## config.mk

```make
export PLATFORM = sky130hd
export DESIGN_NAME = fsp_height_div
export DESIGN_NICKNAME = d
export VERILOG_FILES = /design/src/design/fsp_pkg.sv /design/src/design/fsp_height_div.sv
export SDC_FILE = /design/constraint.sdc
export NUM_CORES = 1
export LEC_CHECK = 0
export BUFFER_PORTS_ARGS = -buffer_cell sky130_fd_sc_hd__clkbuf_2
export CELL_PAD_IN_SITES_DETAIL_PLACEMENT = 1
export CELL_PAD_IN_SITES_GLOBAL_PLACEMENT = 1
export CORE_MARGIN = 2
export CORE_UTILIZATION = 25
export CTS_BUF_LIST = sky130_fd_sc_hd__clkbuf_8 sky130_fd_sc_hd__clkbuf_16
export DETAILED_ROUTE_END_ITERATION = 7
export PLACE_DENSITY_LB_ADDON = 0.1
export SYNTH_ARGS = -nofsm -noshare
export SYNTH_HDL_FRONTEND = slang
export SYNTH_SLANG_ARGS = --single-unit
```

## constraint.sdc

```tcl
create_clock -name clk_i -period 3.1 [get_ports clk_i]
set_input_delay 0.62 -clock clk_i [delete_from_list [all_inputs] [get_ports clk_i]]
set_output_delay 0.62 -clock clk_i [all_outputs]
set_load 0.05 [all_outputs]
```

## src/design/fsp_pkg.sv

```systemverilog
// Shared constants, types and helper functions for the Fibonacci sphere point block.
package fsp_pkg;

  localparam int unsigned MAX_POINTS = 4096;
  localparam int unsigned FRAC_BITS  = 14;
  localparam int unsigned N_W        = 13;
  localparam int unsigned M_W        = 12;
  localparam int unsigned COORD_W    = 16;

  localparam logic [31:0] GOLDEN_TURNS = 32'h61C8_8647;
  localparam int unsigned CW           = 34;
  localparam logic signed [CW-1:0] CORDIC_GAIN = 34'sd652032874;
  localparam int unsigned CORDIC_STEPS = 30;

  localparam int unsigned YDIV_STEPS = 16;
  localparam int unsigned RDIV_STEPS = 49;
  localparam int unsigned SQRT_STEPS = 25;
  localparam int unsigned RADIUS_LAT = RDIV_STEPS + SQRT_STEPS;
  localparam int unsigned CORDIC_LAT = CORDIC_STEPS + 1;

  localparam int unsigned PROD_W  = 60;
  localparam int unsigned SCALE_SH = 54 - FRAC_BITS;

  localparam logic [31:0] ATAN_TURNS [CORDIC_STEPS] = '{
    32'h20000000, 32'h12E4051E, 32'h09FB385B, 32'h051111D4, 32'h028B0D43,
    32'h0145D7E1, 32'h00A2F61E, 32'h00517C55, 32'h0028BE53, 32'h00145F2F,
    32'h000A2F98, 32'h000517CC, 32'h00028BE6, 32'h000145F3, 32'h0000A2FA,
    32'h0000517D, 32'h000028BE, 32'h0000145F, 32'h00000A30, 32'h00000518,
    32'h0000028C, 32'h00000146, 32'h000000A3, 32'h00000051, 32'h00000029,
    32'h00000014, 32'h0000000A, 32'h00000005, 32'h00000003, 32'h00000001
  };

  typedef logic signed [CW-1:0] cw_t;

  typedef struct packed {
    logic signed [COORD_W-1:0] coord_x;
    logic signed [COORD_W-1:0] coord_y;
    logic signed [COORD_W-1:0] coord_z;
    logic                      index_error;
  } res_t;

  // Q54 product to FRAC_BITS fraction bits, magnitude rounded half up, clamped to one.
  function automatic logic signed [COORD_W-1:0] scale_product(logic signed [PROD_W-1:0] p);
    logic [PROD_W-1:0] mag;
    logic [PROD_W-1:0] rnd;
    logic [COORD_W-1:0] m16;
    begin
      mag = p[PROD_W-1] ? PROD_W'(-p) : PROD_W'(p);
      rnd = (mag + (PROD_W'(1) << (SCALE_SH - 1))) >> SCALE_SH;
      if (rnd > (PROD_W'(1) << FRAC_BITS)) begin
        m16 = COORD_W'(1) << FRAC_BITS;
      end else begin
        m16 = rnd[COORD_W-1:0];
      end
      scale_product = p[PROD_W-1] ? -$signed(m16) : $signed(m16);
    end
  endfunction

endpackage

```

## src/design/fsp_height_div.sv

```systemverilog
// Pipelined restoring divider for the lattice height, one quotient bit per stage.
module fsp_height_div (
  input  logic                               clk_i,
  input  logic                               en_i,
  input  logic [28:0]                        num_i,
  input  logic [13:0]                        den_i,
  output logic signed [fsp_pkg::COORD_W-1:0] y_o
);

  localparam int unsigned S = fsp_pkg::YDIV_STEPS;

  logic [13:0] rem  [S+1];
  logic [15:0] quo  [S+1];
  logic [15:0] low  [S+1];
  logic [13:0] den  [S+1];
  logic [16:0] y_full;

  assign rem[0] = {1'b0, num_i[28:16]};
  assign quo[0] = '0;
  assign low[0] = num_i[15:0];
  assign den[0] = den_i;

  for (genvar i = 0; i < S; i++) begin : g_step
    logic [14:0] trial;
    logic        ge;
    logic [14:0] diff;
    assign trial = {rem[i], low[i][15]};
    assign ge    = trial >= {1'b0, den[i]};
    assign diff  = trial - {1'b0, den[i]};
    always_ff @(posedge clk_i) begin
      if (en_i) begin
        rem[i+1] <= ge ? diff[13:0] : trial[13:0];
        quo[i+1] <= {quo[i][14:0], ge};
        low[i+1] <= {low[i][14:0], 1'b0};
        den[i+1] <= den[i];
      end
    end
  end

  // quotient is at most 2^15, so the offset result always stays within one
  assign y_full = {1'b0, quo[S]} - (17'd1 << fsp_pkg::FRAC_BITS);
  assign y_o    = $signed(y_full[fsp_pkg::COORD_W-1:0]);

endmodule

```

==> flow_summary.toml, run 1 <==
[critical_path]
crit_required_ns = 3.61
endpoint_kind = "flip-flop"
worstPathArrival_ns = 3.45
start_kind = "flip-flop"
critPathKind = "flip-flop to flip-flop"
crit_fanout = 4

[yosys]
synthFlopType = "edfxtp_1"
synth_area_leaders = "edfxtp_1, ha_1, mux2_2"
synth_area_um2 = 34800
synth_async_sr_flop_share_pct = 0
synth_top_area_cell = "edfxtp_1"
synth_edf_count = 676
synth_top_area_share_pct = 58.3
yosysSeqAreaShare_pct = 58.3
synth_cells = 2703
synth.distinct_cells = 86
syn_area_per_cell_um2 = 12.9
syn_nets = 3001
ys_warn_count = 0
ys_seq_elements = 676

[clocking]
ctsHoldBuffers = 0
cts_tree = "yes"
cts_setup_buffers = 0
cts_buffer_depth = 3
clk_latency_ns = 0.69
htreeDepth = 3
ctsResizeCount = 0
path_clk_slew_ns = 0.06
clock-sinks = 676
cts_root_buf = "clkbuf_16"
numCtsBuffers = 85

[pwr]
ir_drop_v = 0.000372
power.switching_mw = 13.8
clkPwrFrac_pct = 24.9
power.leakage_nw = 15.8
comb_power_share_pct = 40.3
seq_power_share_pct = 34.8
total_power_mw = 40.2
internal_power_mw = 26.4
powerDensity_nw_per_um2 = 985
power.share.switching_pct = 34.2

[floorplanning]
start_util_pct = 25.3
core_um2 = 138000
die_h_um = 377
die-area_um2 = 142000
die-width_um = 377
io_pins = 61
rows = 136

[layout]
stdcell_area_um2 = 40800
layout.nets = 3181
syn_to_final_growth_pct = 17.0
multi_input_area_um2 = 13100
drive_above_1_share_pct = 15.5
ff_latch_area_um2 = 20300
fillers = 14900

[detailed_routing]
drtIter0Drc = 993
routed_wirelength_um = 82900
drc = 0
ant_nets = 0
avgRoutedWirePerCell_um = 17.5
wl_met1_um = 38400
num_vias = 21200
via_per_inst = 4.48
wl_met3_um = 2700
dr.pass1.iters = 5
top_layer = "met4"
route.met2.wl_um = 39600

[timing]
slew_headroom_pct = 43.5
rsz0062_at_grt = "false"
period_share_pct = 94.7
worstMarginPinSlew_ns = 0.839
setup_viol = 0
hold_viol_final = 0
fmax_ghz = 0.341
final_max_slew_viol_count = 0
fin_worst_skew_ns = 0.0308
min_period_ns = 2.94

[global_route]
overflow = 0
grt_pass1_wl_um = 131000
track_usage_pct = 11.7
grt_pass1_vias = 22900
antenna_found_initial = 0
grt_max_degree = 75

[placed_design]
dp_hpwl_um = 61900
numPortBuffers = 60
place_area_um2 = 37900
routabilityCongestion = 0.808

[job]
cap_violations = 0

[run_status]
outcome = "finished clean"

[worst_hold_path]
min_path_type = "primary input to flip-flop"
synth_stat cells, types with 15 or more instances:
cell type	n
edfxtp_1	676
inv_1	303
ha_1	238
nor2_1	174
a21oi_1	156
mux2_2	121
o21ai_0	102
xnor2_1	85
nand2_1	82
a21o_1	67
nand3_1	56
nand2b_1	44
o21a_1	43
a211oi_1	41
xor2_1	37
nor3_1	36
nor2b_1	30
mux2i_1	28
a31oi_1	22
buf_4	17
o31ai_1	17
or2_2	17
clkbuf_1	15
fa_1	15
mux2_4	15
power groups by stage:
stage	logic, mW	clock network (mW)	registers (mW)
floorplan	12.0	0	13.6
global placement	16.0	0	14.2
detailed placement	16.3	0	14.2
CTS	16.5	10.5	14.1
global route	18.1	10.8	14.2
finish	16.2	10.0	14.0
flip-flops by register name, summed over array words and instances, names as in the netlist:
signal        count
den             210
low             105
g_step.trial    225
quo             136
stage by stage:
stage	hold slack (ns)	TNS, ns	worst slack (ns)	util [%]	cells
after CTS	0.0364	0	0.0140	29.6	4741
after floorplan	0.400	0	0.146	-	2703
after global routing	0.0663	0	0.00696	29.6	4741
after detailed placement	0.405	-1.76	-0.148	27.5	4590
final	0.112	0	0.164	29.6	4742
after global placement	0.401	-1.45	-0.113	27.5	4590
worst paths after layout:
| path | cells after the start | startpoint | slack (ns) | end |
|---|---|---|---|---|
| worst max-delay path | 11 | g_step[10].trial[0] | 0.16 | g_step[11].trial[11] |
| worst min-delay path | 1 | num_i[10] | 0.11 | low[251] |
| worst max register to register | 11 | g_step[10].trial[0] | 0.16 | g_step[11].trial[11] |
| worst min register to register | 0 | low[182] | 0.41 | low[167] |
layout make-up:
type,count,area share [%]
antenna,1,0.00614
multi-input combinational,1675,32.2
sequential,676,49.8
clock inverter,66,1.68
tap,1794,5.50
inverter,303,2.79
timing repair buffer,142,2.85
clock buffer,85,5.22
worst max-delay path, cell delays in order (launching register included):
cell,delay [ns]
edfxtp_1,0.42
inv_1,0.11
ha_1,0.15
inv_1,0.05
fa_1,0.42
a211oi_1,0.26
nor2_1,0.16
o21a_1,0.21
o41ai_1,0.28
buf_4,0.19
mux2_2,0.34
a21oi_2,0.18
cells in the final DEF, fill, tap and decap left out, types with 40 or more instances in the layout:
master	instances
buf_4	63
a21oi_1	154
ha_1	238
xnor2_1	85
nand2_1	82
edfxtp_1	676
a211oi_1	40
nor2_1	174
inv_1	318
mux2_2	121
clkbuf_16	85
o21a_1	43
nand3_1	56
nand2b_1	44
a21o_1	67
clkbuf_2	59
o21ai_0	102
kinds of logic after synthesis:
group           share of synthesized area, %
compound gates                          11.9
xor+xnor                                3.07
fa+ha+maj                               9.41
buf+inv                                 4.14
flops                                   58.3
mux                                     5.72
simple gates                            7.55
per-layer routing:
| metal | global-route usage [%] | vias to the layer above |
|---|---|---|
| li1 | - | 10400 |
| met1 | 15.1 | 10400 |
| met2 | 19.8 | 218 |
| met3 | 2.02 | 123 |
| met4 | 4.21 | 0 |
| met5 | 0 | - |
(Power assumes the default switching activity.)
==> inputs of run 2 (changes only) <==
--- a/config.mk
+++ b/config.mk
@@ -5,13 +5,13 @@
 export SDC_FILE = /design/constraint.sdc
 export NUM_CORES = 1
 export LEC_CHECK = 0
-export BUFFER_PORTS_ARGS = -buffer_cell sky130_fd_sc_hd__clkbuf_2
 export CELL_PAD_IN_SITES_DETAIL_PLACEMENT = 1
 export CELL_PAD_IN_SITES_GLOBAL_PLACEMENT = 1
 export CORE_MARGIN = 2
 export CORE_UTILIZATION = 25
 export CTS_BUF_LIST = sky130_fd_sc_hd__clkbuf_8 sky130_fd_sc_hd__clkbuf_16
 export DETAILED_ROUTE_END_ITERATION = 7
+export DONT_BUFFER_PORTS = 1
 export PLACE_DENSITY_LB_ADDON = 0.1
 export SYNTH_ARGS = -nofsm -noshare
 export SYNTH_HDL_FRONTEND = slang
==> flow_summary.toml, run 2 (same netlist as run 1, synthesis figures left out) <==
[run_status]
outcome = "finished clean"

[critical_path]
r2r-end = "g_step[6].trial[3]"
startpoint = "den[156]"
rrSetupSlack_ns = 0.16
crit_required_ns = 3.50
crit_path_end = "g_step[6].trial[3]"
r2r-start = "den[156]"
ff2ff_path_depth = 9
critPathKind = "flip-flop to flip-flop"
crit_fanout = 12
start_kind = "flip-flop"
worstPathArrival_ns = 3.33
endpoint_kind = "flip-flop"

[layout]
instances_no_fill = 4702
final_common_cell = "edfxtp_1"
drive_above_1_share_pct = 13.2
final_core_util_pct = 29.5
diodes = 0
layout.nets = 3135
largest_register_ffs = 225
final_cell_mix = "edfxtp_1, inv_1, ha_1"
syn_to_final_growth_pct = 16.8
fillers = 14800

[timing]
slew_headroom_pct = 34.5
final_max_slew_viol_count = 0
rsz0062_at_grt = "false"
setup_viol = 0
finalSetupTns_ns = 0
hold_viol_final = 0
period_share_pct = 94.7
fmax_ghz = 0.341
fin_worst_skew_ns = 0.0211
fin_ws_ns = 0.164
min_period_ns = 2.94
worstMarginPinSlew_ns = 0.983

[clocking]
clk_latency_ns = 0.66
cts_setup_buffers = 0
htreeDepth = 3
path_clk_slew_ns = 0.06
numCtsBuffers = 88
cts_buffer_depth = 3
cts_tree = "yes"
clock-sinks = 676
cts_root_buf = "clkbuf_16"

[floorplanning]
die_h_um = 377
die-width_um = 377
start_util_pct = 25.3
die-area_um2 = 142000
core_um2 = 138000
io_pins = 61
rows = 136

[global_route]
track_usage_pct = 11.4
grt_max_degree = 677
antenna_found_initial = 0
grt_pass1_vias = 22800
overflow = 0
grt_pass1_wl_um = 129000

[detailed_routing]
ant_nets = 0
drc = 0
drtIter0Drc = 1185
via_per_inst = 4.47
num_vias = 21000
avgRoutedWirePerCell_um = 17.3
dr.pass1.iters = 5
routed_wirelength_um = 81300

[placed_design]
place_inst = 4508
routabilityCongestion = 0.824
preCtsSetupSlack_ns = -0.0193
dp_hpwl_um = 58000
numPortBuffers = 0

[worst_hold_path]
min_from = "en_i"
min_path_type = "primary input to flip-flop"
min_path_cells = 0

[job]
cap_violations = 0

[pwr]
powerDensity_nw_per_um2 = 993
total_power_mw = 40.4
power.leakage_nw = 15.7
ir_drop_v = 0.000374
## run 2: cell types whose count changed in the layout (fill, tap and decap cells not counted), sizes merged
cell | before | now
clkinvlp | 3 | 4
buf | 83 | 63
dlygate4sd3 | 0 | 30
clkbuf | 144 | 92
diode | 1 | 0
clkinv | 32 | 34
## run 2: worst min-delay path by stage
stage,to,slack [ns]
4_1_cts,low[249],0.05
5_1_grt,low[234],0.01
3_5_place_dp,quo[19],0.41
2_1_floorplan,g_step[10].trial[0],0.40
6_report,low[234],0.1
3_3_place_gp,quo[19],0.40
## run 2: stage by stage
| step | area [um^2] | hold slack [ns] |
|---|---|---|
| finish | 40700 | 0.0985 |
| global route | 40700 | 0.0119 |
| CTS | 40600 | 0.0461 |
| detailed placement | 37400 | 0.405 |
| global placement | 37400 | 0.400 |
| floorplan | 34800 | 0.400 |
## run 2: timing repair
action | 4_1_cts | 5_1_grt
setup endpoints to repair | 0 | 2
hold buffers | 29 | 1
gates resized for setup | 0 | 2
endpoints found under the hold margin | 29 | 1
## run 2: layout make-up
cell class	count	area [um^2]	share of cell area [%]
clock inverter	69	616	1.51
multi-input combinational	1675	13100	32.2
inverter	303	1140	2.80
timing repair buffer	93	983	2.42
tap	1794	2240	5.52
sequential	676	20300	49.9
clock buffer	92	2300	5.66
## run 2: critical path: stages, from the launching register on
cell and delay, ns:
edfxtp_1 0.39, inv_1 0.07, ha_1 0.36, o21ai_0 0.19, a21oi_1 0.10, a22o_1 0.28, a221o_1 0.47, a31oi_4 0.30
buf_12 0.18, mux2_2 0.34
## run 2: report_power, final
group / internal (mW) / total (mW) / switching (mW) / leakage (nW)
clock: 6.25 / 10.3 / 4.04 / 1.48
sequential: 12.9 / 14.0 / 1.11 / 6.59
combinational: 7.58 / 16.1 / 8.53 / 7.61
## run 2: metal layers
| metal | wire (um) | GRT usage [%] | vias up |
|---|---|---|---|
| met4 | 2430 | 3.90 | 0 |
| met5 | 0 | 0 | - |
| met3 | 2410 | 2.24 | 134 |
| met2 | 39900 | 19.7 | 210 |
| met1 | 36600 | 14.2 | 10400 |
| li1 | - | - | 10300 |
==> inputs of run 3 (changes only) <==
==> constraint.sdc (replaced) <==
create_clock -name clk_i -period 2.5 [get_ports clk_i]
set_input_delay 0.5 -clock clk_i [delete_from_list [all_inputs] [get_ports clk_i]]
set_output_delay 0.5 -clock clk_i [all_outputs]
set_load 0.05 [all_outputs]
==> flow_summary.toml, run 3 (same netlist as run 1, synthesis figures left out) <==
[run_status]
outcome = "finished, violations left"
violations = "setup timing"

[timing]
period_share_pct = 110
final_max_slew_viol_count = 0
hold_viol_final = 0
min_period_ns = 2.74
fin_worst_skew_ns = 0.0463
slew_headroom_pct = 24.1
fmax_ghz = 0.365
rsz0062_at_grt = "true"
worstMarginPinSlew_ns = 1.14
setup_viol = 61
fin_ws_ns = -0.241

[critical_path]
r2r-start = "g_step[3].trial[0]"
critPathTopFamily = "simple AND/OR/NAND/NOR gates"
worstPathArrival_ns = 3.16
critPathKind = "flip-flop to flip-flop"
worst-path-buf-inv = 2
startpoint = "g_step[3].trial[0]"
crit_fanout = 2
slowest_delay_ns = 0.51
crit_slowest_cell = "or4_1"
start_kind = "flip-flop"
worstPathCellList = "inv_2 > ha_4 > inv_2 > fa_2 > a21oi_4 > o211ai_4 > o41ai_4 > nor4b_1 > or4_1 > mux2_4"
endpoint_kind = "flip-flop"
crit_required_ns = 2.92
crit_top_cell = "inv_2"

[clocking]
path_clk_slew_ns = 0.05
clock-sinks = 676
cts_buffer_depth = 3
cts_root_buf = "clkbuf_16"
numCtsBuffers = 88
clk_latency_ns = 0.69
htreeDepth = 3
cts_tree = "yes"

[global_route]
overflow = 0
antenna_found_initial = 1
grt_pass1_vias = 25600
grt_max_degree = 671
grt_pass1_wl_um = 143000
use_met3_pct = 2.23
use_met2_pct = 22.2
busiest_layer = "met2"
use_met1_pct = 15.8
track_usage_pct = 12.8

[worst_hold_path]
min_path_type = "primary input to flip-flop"
min_from = "num_i[27]"

[detailed_routing]
drc = 0
dr.pass1.iters = 4
avgRoutedWirePerCell_um = 17.5
routed_wirelength_um = 92900
num_vias = 23800
drtIter0Drc = 917
ant_nets = 0
via_per_inst = 4.46

[pwr]
power.leakage_nw = 19.3
powerDensity_nw_per_um2 = 1240
ir_drop_v = 0.000532
total_power_mw = 59.9

[floorplanning]
rows = 136
core_um2 = 138000
start_util_pct = 25.3
die-area_um2 = 142000
die_h_um = 377
io_pins = 61
die-width_um = 377

[layout]
final_common_cell = "edfxtp_1"
diodes = 0
final_cell_mix = "edfxtp_1, buf_4, inv_1"
drive_above_1_share_pct = 38.4
syn_to_final_growth_pct = 38.8
layout.nets = 3763
instances_no_fill = 5325
largest_register_ffs = 225

[placed_design]
place_inst = 4938
routabilityCongestion = 0.822
dp_hpwl_um = 62700
numPortBuffers = 0

[job]
cap_violations = 0
==> run 3: repair_timing <==
action	CTS	global route
endpoints found under the setup margin	176	197
setup buffers	92	98
resized for setup	289	276
gates cloned	6	3
hold buffers	42	1
pin swaps	97	136
hold endpoints to repair	48	9
==> run 3: worst paths after layout <==
| check | endpoint | slack [ns] | cells past startpoint |
|---|---|---|---|
| worst max-delay path | g_step[4].trial[13] | -0.24 | 10 |
| worst max register to register | g_step[4].trial[13] | -0.24 | 10 |
| worst min register to register | g_step[5].trial[0] | 0.39 | 0 |
| worst min-delay path | g_step[1].trial[13] | 0.07 | 1 |
==> run 3: metrics by stage <==
stage | setup TNS [ns] | utilization [%] | hold WS, ns | area [um^2] | worst slack (ns)
after global routing | -13.27 | 35.1 | 0.0161 | 48400 | -0.319
after detailed placement | -30.95 | 29.6 | 0.405 | 40700 | -0.430
final | -5.91 | 35.1 | 0.0687 | 48400 | -0.241
after floorplan | -4.11 | - | 0.400 | 35000 | -0.241
after global placement | -27.07 | 29.6 | 0.401 | 40700 | -0.393
after CTS | -7.85 | 33.5 | 0.000505 | 46200 | -0.275
==> run 3: worst reg2reg max path, delay by kind of cell, from the launching register on <==
kind / cells / cell delay (ns)
flops: 1 / 0.38
compound gates: 3 / 0.61
fa+ha+maj: 2 / 0.48
mux: 1 / 0.28
simple gates: 2 / 0.62
buf+inv: 2 / 0.12
==> run 3: metal layers <==
metal  routed length, um  share of wire [%]  vias to the layer above
li1                    -                  -                    11600
met1               41100                 44                    11800
met2               46400                 50                      225
met3                2510                2.7                      164
met4                2940                3.2                        2
met5                  13              0.014                        -
==> run 3: where the power goes <==
group / internal [mW] / leakage (nW) / switching, mW
sequential: 16.0 / 6.59 / 1.58
combinational: 15.9 / 11.2 / 13.3
clock: 7.95 / 1.49 / 5.18
==> run 3: cell type report <==
cell class              count  area [um^2]
clock buffers              88         2200
multi-input cells        1677        15600
flip-flops and latches    676        20300
fillers                 14600        89500
inverters                 303         1150
repair buffers            719         6090
well taps                1794         2240
clock inverters            68          781
